<file path="src/design/dart_pkg.sv">
// dart_pkg: shared types, register indexes and a constant table for the
// divider and reload timer. No dependencies.
package dart_pkg;

  localparam int TicksW   = 8;
  localparam int LowW     = 10;   // cycle counter width, spans the widest timer period
  localparam int CntW     = 8;
  localparam int CfgAddrW = 2;
  localparam int CfgDataW = 8;
  localparam int InDataW  = 8;
  localparam int OutDataW = 24;   // 17 bits of fields, padded to bytes

  localparam logic [CfgAddrW-1:0] CFG_RELOAD = 2'd0;
  localparam logic [CfgAddrW-1:0] CFG_ENABLE = 2'd1;
  localparam logic [CfgAddrW-1:0] CFG_CLKSEL = 2'd2;

  localparam logic [1:0] SEL_1024 = 2'd0;
  localparam logic [1:0] SEL_16   = 2'd1;
  localparam logic [1:0] SEL_64   = 2'd2;
  localparam logic [1:0] SEL_256  = 2'd3;

  typedef struct packed {
    logic [CntW-1:0] reload;
    logic            enable;
    logic [1:0]      clk_sel;
  } cfg_t;

  typedef struct packed {
    logic [LowW-1:0] cycle_low;
    logic [CntW-1:0] divider;
    logic [CntW-1:0] timer;
  } state_t;

  // m mod p for m in 0..15 and p in 1..16; index {p[3:0], m}, p code 0 is 16
  function automatic logic [255:0][3:0] mod_tbl_build();
    logic [255:0][3:0] tbl;
    int per;
    int v;
    tbl = '0;
    for (int p = 0; p < 16; p++) begin
      per = (p == 0) ? 16 : p;
      for (int m = 0; m < 16; m++) begin
        v = m;
        for (int k = 0; k < 16; k++) begin
          if (v >= per) v = v - per;
        end
        tbl[p*16 + m] = 4'(v);
      end
    end
    return tbl;
  endfunction

  localparam logic [255:0][3:0] MOD_TBL = mod_tbl_build();

endpackage

</file>
<file path="src/design/dart_step.sv">
// dart_step: next-state logic for one beat of elapsed ticks.
// Depends on dart_pkg.
module dart_step (
  input  dart_pkg::state_t                cur_i,
  input  dart_pkg::cfg_t                  cfg_i,
  input  logic [dart_pkg::TicksW-1:0]     ticks_i,
  output dart_pkg::state_t                nxt_o,
  output logic                            irq_o
);

  logic [8:0]  sum4, sum6, sum8;
  logic [10:0] sum10;
  logic [4:0]  n_cross;
  logic [8:0]  tsum;
  logic [3:0]  rem_raw;
  logic [3:0]  rem;
  logic [3:0]  per_code;
  logic        short_per;
  logic        ovf;

  assign sum4  = {1'b0, ticks_i} + {5'd0, cur_i.cycle_low[3:0]};
  assign sum6  = {1'b0, ticks_i} + {3'd0, cur_i.cycle_low[5:0]};
  assign sum8  = {1'b0, ticks_i} + {1'b0, cur_i.cycle_low[7:0]};
  assign sum10 = {3'd0, ticks_i} + {1'b0, cur_i.cycle_low};

  always_comb begin
    unique case (cfg_i.clk_sel)
      dart_pkg::SEL_1024: n_cross = {4'd0, sum10[10]};
      dart_pkg::SEL_16:   n_cross = sum4[8:4];
      dart_pkg::SEL_64:   n_cross = {2'd0, sum6[8:6]};
      dart_pkg::SEL_256:  n_cross = {4'd0, sum8[8]};
      default:            n_cross = '0;
    endcase
    if (!cfg_i.enable) n_cross = '0;
  end

  // n_cross <= 16: at most one wrap of tsum; MOD_TBL folds repeat wraps of short periods
  assign tsum      = {1'b0, cur_i.timer} + {4'd0, n_cross};
  assign ovf       = tsum[8];
  assign short_per = (cfg_i.reload[7:4] == 4'hF) && (cfg_i.reload[3:0] != 4'h0);
  assign per_code  = 4'(5'd16 - {1'b0, cfg_i.reload[3:0]});
  assign rem_raw   = dart_pkg::MOD_TBL[{per_code, tsum[3:0]}];
  assign rem       = short_per ? rem_raw : tsum[3:0];

  assign nxt_o.cycle_low = sum10[9:0];
  assign nxt_o.divider   = cur_i.divider + {7'd0, sum8[8]};
  assign nxt_o.timer     = ovf ? (cfg_i.reload + {4'd0, rem}) : tsum[7:0];
  assign irq_o           = ovf;

endmodule

</file>
<file path="src/design/divider_and_reload_timer.sv">
// divider_and_reload_timer: top level, config registers, state and output
// register. Depends on dart_pkg and dart_step.
//
// Each input beat carries a count of elapsed clock cycles (0..255). The block
// advances its cycle counter, bumps the free-running divider on each low-byte
// carry and, when enabled, advances the timer by the number of selected
// period boundaries crossed, reloading on every pass beyond 255 and flagging
// timer_irq. One beat is accepted per clock unless the output stalls; its
// result appears in the output register on the next cycle. The single output
// register sets the rate: new beats enter while it is empty or being drained.
// Registers: 0 reload_value, 1 timer_enable, 2 clock_select; write only
// while idle.
module divider_and_reload_timer (
  input  logic                              clk_i,
  input  logic                              rst_ni,
  input  logic                              cfg_we_i,
  input  logic [dart_pkg::CfgAddrW-1:0]     cfg_addr_i,
  input  logic [dart_pkg::CfgDataW-1:0]     cfg_wdata_i,
  input  logic                              s_axis_tvalid,
  output logic                              s_axis_tready,
  input  logic [dart_pkg::InDataW-1:0]      s_axis_tdata,   // [7:0] ticks
  output logic                              m_axis_tvalid,
  input  logic                              m_axis_tready,
  // [7:0] divider, [15:8] timer_count, [16] timer_irq, [23:17] zero
  output logic [dart_pkg::OutDataW-1:0]     m_axis_tdata
);

  dart_pkg::cfg_t   cfg_q;
  dart_pkg::state_t st_q, st_d;
  logic             irq_d;
  logic             out_vld_q;
  logic [16:0]      out_q;
  logic             in_beat;

  assign s_axis_tready = !out_vld_q || m_axis_tready;
  assign in_beat       = s_axis_tvalid && s_axis_tready;

  always_ff @(posedge clk_i or negedge rst_ni) begin
    if (!rst_ni) begin
      cfg_q <= '0;
    end else if (cfg_we_i) begin
      unique case (cfg_addr_i)
        dart_pkg::CFG_RELOAD: cfg_q.reload  <= cfg_wdata_i;
        dart_pkg::CFG_ENABLE: cfg_q.enable  <= cfg_wdata_i[0];
        dart_pkg::CFG_CLKSEL: cfg_q.clk_sel <= cfg_wdata_i[1:0];
        default: ;
      endcase
    end
  end

  dart_step u_step (
    .cur_i   (st_q),
    .cfg_i   (cfg_q),
    .ticks_i (s_axis_tdata[dart_pkg::TicksW-1:0]),
    .nxt_o   (st_d),
    .irq_o   (irq_d)
  );

  always_ff @(posedge clk_i or negedge rst_ni) begin
    if (!rst_ni) begin
      st_q      <= '0;
      out_vld_q <= 1'b0;
    end else begin
      if (in_beat) begin
        st_q      <= st_d;
        out_vld_q <= 1'b1;
      end else if (m_axis_tready) begin
        out_vld_q <= 1'b0;
      end
    end
  end

  always_ff @(posedge clk_i) begin
    if (in_beat) out_q <= {irq_d, st_d.timer, st_d.divider};
  end

  assign m_axis_tvalid = out_vld_q;
  assign m_axis_tdata  = {7'd0, out_q};

endmodule

</file>
<file path="config.mk">
export PLATFORM = sky130hd
export DESIGN_NAME = divider_and_reload_timer
export DESIGN_NICKNAME = d
export VERILOG_FILES = /design/src/design/dart_pkg.sv /design/src/design/dart_step.sv /design/src/design/divider_and_reload_timer.sv
export SDC_FILE = /design/constraint.sdc
export NUM_CORES = 1
export LEC_CHECK = 0
export BUFFER_PORTS_ARGS = -buffer_cell sky130_fd_sc_hd__clkbuf_2
export CAP_MARGIN = 20
export CORE_MARGIN = 2
export CORE_UTILIZATION = 35
export CTS_BUF_LIST = sky130_fd_sc_hd__clkbuf_8
export DETAILED_ROUTE_END_ITERATION = 10
export SYNTH_ARGS = -nofsm -noshare
export SYNTH_HDL_FRONTEND = slang
export SYNTH_SLANG_ARGS = --single-unit
</file>
<file path="constraint.sdc">
create_clock -name clk_i -period 9.9 [get_ports clk_i]
set_input_delay 0.495 -clock clk_i [delete_from_list [all_inputs] [get_ports clk_i]]
set_output_delay 0.495 -clock clk_i [all_outputs]
set_load 0.02 [all_outputs]
</file>
==> impl_metrics.toml <==
[global_routing]
grt_first_pass_wirelength_mm = 16.4
grt-ovfl-total = 0
grt_max_degree = 39
grt_pass1_vias = 3335
antenna_found_initial = 0
track_usage_pct = 15.6

[timing]
fmax_mhz = 144
post-route-min-period_ps = 6920
period_share_pct = 69.9
finalMaxSlewViolations = 0
rsz0062_at_grt = "false"
clock_skew_ps = 5.51
hold_viol_final = 0
max_slew_margin_pct = 36.5
worstMarginPinSlew_ps = 947
setup_viol = 0
finalSetupTns_ps = 0
worst_slack_ps = 2980

[clock_network]
cts_max_level = 2
cts_tree = "built"
cts_setup_buffers = 0
clockBufferDepth = 2
cts_hold_buffers = 0
cts_root_buf = "clkbuf_8"
insertion_delay_ps = 320
path_clk_slew_ps = 100
ctsResizeCount = 0
clkSinkCount = 55
numCtsBuffers = 5

[synthesis]
async_flop_share_pct = 69.1
ys_seq_area_share_pct = 34.3
synth_warnings = 0
synth-seq-cells = 55
synth-edff-count = 17
yosysUniqueCellTypes = 81
synthCells = 452
synthesis.area_mm2 = 0.00426
yosys_most_used_dff = "dfrtp_1"
post_synth.cell_area_avg_um2 = 9.42

[finish]
layout.nets = 539
drive_gt1_share_pct = 17.4
final_common_cell = "nand2_1"
fillers = 1185
layout_common_cells = "49 x nand2_1, 41 x clkbuf_2, 38 x dfrtp_1"
syn2layout_area_growth_pct = 9.99
final-instance-count-excl-fill = 631
diodes = 0

[flow_run]
cap_violations = 0

[power]
peakVddDrop_mv = 0.118
power.share.sequential_pct = 24.7
leakage_uw = 0.00201
combPwrFrac_pct = 64.5
pwr-share-clk_pct = 10.8
power.switching_uw = 677
p_sw_share_pct = 48.0
p_total_uw = 1410
power_density_mw_per_mm2 = 301
p_int_uw = 733

[critical_path]
path_class = "register to register"
crit_path_end_kind = "register"
r2r-start = "st_q[16]"
required_ps = 9960
arrival_ps = 6990
r2r_end = "out_q[14]"
start_kind = "register"
critPathMaxFanout = 21
reg2regPathDepth = 26
rrSetupSlack_ps = 2980

[floorplanning]
dieHeight_um = 114
rows = 40
io_pins = 49
initial_core_util_pct = 35.6
die_x_um = 114
core_mm2 = 0.0120
dieArea_mm2 = 0.0131

[detailed_routing]
viasPerCell = 5.56
routed_wl_mm = 9.99
dr_total_vias = 3508
drt_iter0_drc = 337
firstDrtPassIters = 5
wl_per_cell_um = 15.8
route.detailed.drc = 0
final_antenna_net_count = 0

[place]
portBuffers = 41
dp.final_hpwl_mm = 7.30
finalWeightedCongestion = 0.869
dp_slack_ps = 2780
place_inst = 621

[min_path]
hold_class = "input pin to async pin"

[status]
status = "completed"
==> power groups by stage <==
stage	combinational (uW)	sequential, uW	clock, uW
after floorplan	694	354	0
after global placement	895	352	0
after detailed placement	891	353	0
after CTS	898	348	159
after global routing	1000	356	169
final	910	348	153
==> cell type report <==
| cell class | count | area [um^2] | share of cell area, % |
|---|---|---|---|
| multi-input combinational | 359 | 2610 | 55.7 |
| clock buffer | 5 | 68.8 | 1.47 |
| tap | 147 | 184 | 3.93 |
| sequential | 55 | 1460 | 31.2 |
| clock inverter | 3 | 42.5 | 0.908 |
| inverter | 19 | 71.3 | 1.52 |
| timing repair buffer | 43 | 245 | 5.24 |
==> critical path: stages, from the launching register on <==
cell       delay [ps]
dfrtp_1           360
ha_1              170
inv_1              60
fa_1              390
nor2b_1           130
o21a_1            130
o21ai_0           100
a21oi_1           260
o21ai_0           130
a221oi_1          310
ha_1              300
inv_1              70
fa_1              420
xnor2_2           780
inv_2             400
ha_1              340
mux4_2            460
o2bb2ai_1         130
nand4_1            90
o2111ai_1         220
fa_1              480
a21o_1            180
a21oi_1           220
nor2_1             80
xor2_1            140
a21oi_1           200
mux2i_1           110
==> worst max path at each step <==
stage | startpoint | endpoint | slack, ps
floorplan | s_axis_tdata[0] | out_q[14] | 3740
global placement | s_axis_tdata[0] | out_q[14] | 2880
detailed placement | s_axis_tdata[0] | out_q[14] | 2780
CTS | st_q[16] | out_q[14] | 2970
global route | st_q[16] | out_q[14] | 2470
finish | st_q[16] | out_q[14] | 2980
==> state kept, by name, summed over array words and instances, names as in the netlist <==
register	cells
st_q	26
out_q	17
cfg_q	11
m_axis_tvalid	1
==> stage by stage <==
stage	hold slack, ps	instance area [um^2]	utilization, %
floorplan	199	4280	-
global placement	463	4530	37.9
detailed placement	467	4530	37.9
CTS	353	4640	38.8
global route	39.0	4680	39.2
finish	37.8	4680	39.2
==> cell families (layout without fill, tap and decap cells) <==
logic type / count (synthesis) / after routing / share of synthesized area, %
compound gates: 120 / 120 / 19.8
buf+inv: 44 / 70 / 4.91
flops: 55 / 55 / 34.3
fa+ha+maj: 33 / 33 / 10.2
other cells: 1 / 7 / 0.0881
simple gates: 134 / 134 / 15.3
mux: 28 / 28 / 7.43
xor+xnor: 37 / 37 / 7.96
==> synthesized netlist by cell type (all sizes together) (2+ instances only) <==
| cell type | instances | area share [%] |
|---|---|---|
| a311oi | 4 | 0.82 |
| inv | 17 | 1.5 |
| o311ai | 3 | 0.62 |
| a2111oi | 2 | 0.59 |
| dfrtp | 38 | 22 |
| clkbuf | 12 | 1.1 |
| nor2 | 27 | 2.6 |
| nand3 | 10 | 1.2 |
| a211oi | 5 | 1.3 |
| ha | 30 | 8.8 |
| buf | 13 | 2.2 |
| mux2i | 11 | 2.6 |
| o21a | 2 | 0.35 |
| a41oi | 2 | 0.41 |
| a21o | 4 | 0.71 |
| xnor2 | 23 | 5.1 |
| fa | 3 | 1.4 |
| nor2b | 4 | 0.59 |
| edfxtp | 17 | 12 |
| nand2 | 50 | 4.5 |
| mux2 | 16 | 4.3 |
| xor2 | 14 | 2.9 |
| clkinv | 2 | 0.18 |
| or2 | 2 | 0.29 |
| o21bai | 4 | 0.79 |
| and3 | 4 | 0.59 |
| nand2b | 7 | 1.0 |
| o32ai | 2 | 0.41 |
| nand3b | 3 | 0.53 |
| nor4 | 2 | 0.29 |
| o2111ai | 3 | 0.76 |
| o311a | 2 | 0.47 |
| nor3b | 2 | 0.47 |
| a21oi | 18 | 2.1 |
| o211ai | 5 | 0.88 |
| nor3 | 12 | 1.4 |
| o21ai | 33 | 3.9 |
| a31o | 2 | 0.41 |
| nand4 | 6 | 0.88 |
| o221ai | 2 | 0.41 |
| a31oi | 10 | 1.5 |
| o31ai | 3 | 0.53 |
| o21ba | 2 | 0.47 |
==> routing by layer <==
| layer | vias to the layer above | wire length (um) | GRT usage [%] |
|---|---|---|---|
| met4 | 0 | 233 | 5.93 |
| met5 | - | 0 | 0 |
| met1 | 1698 | 4590 | 20.5 |
| met2 | 89 | 4770 | 26.3 |
| met3 | 13 | 396 | 1.85 |
| li1 | 1708 | - | - |
Note: power is estimated with default switching activity, not from simulation.
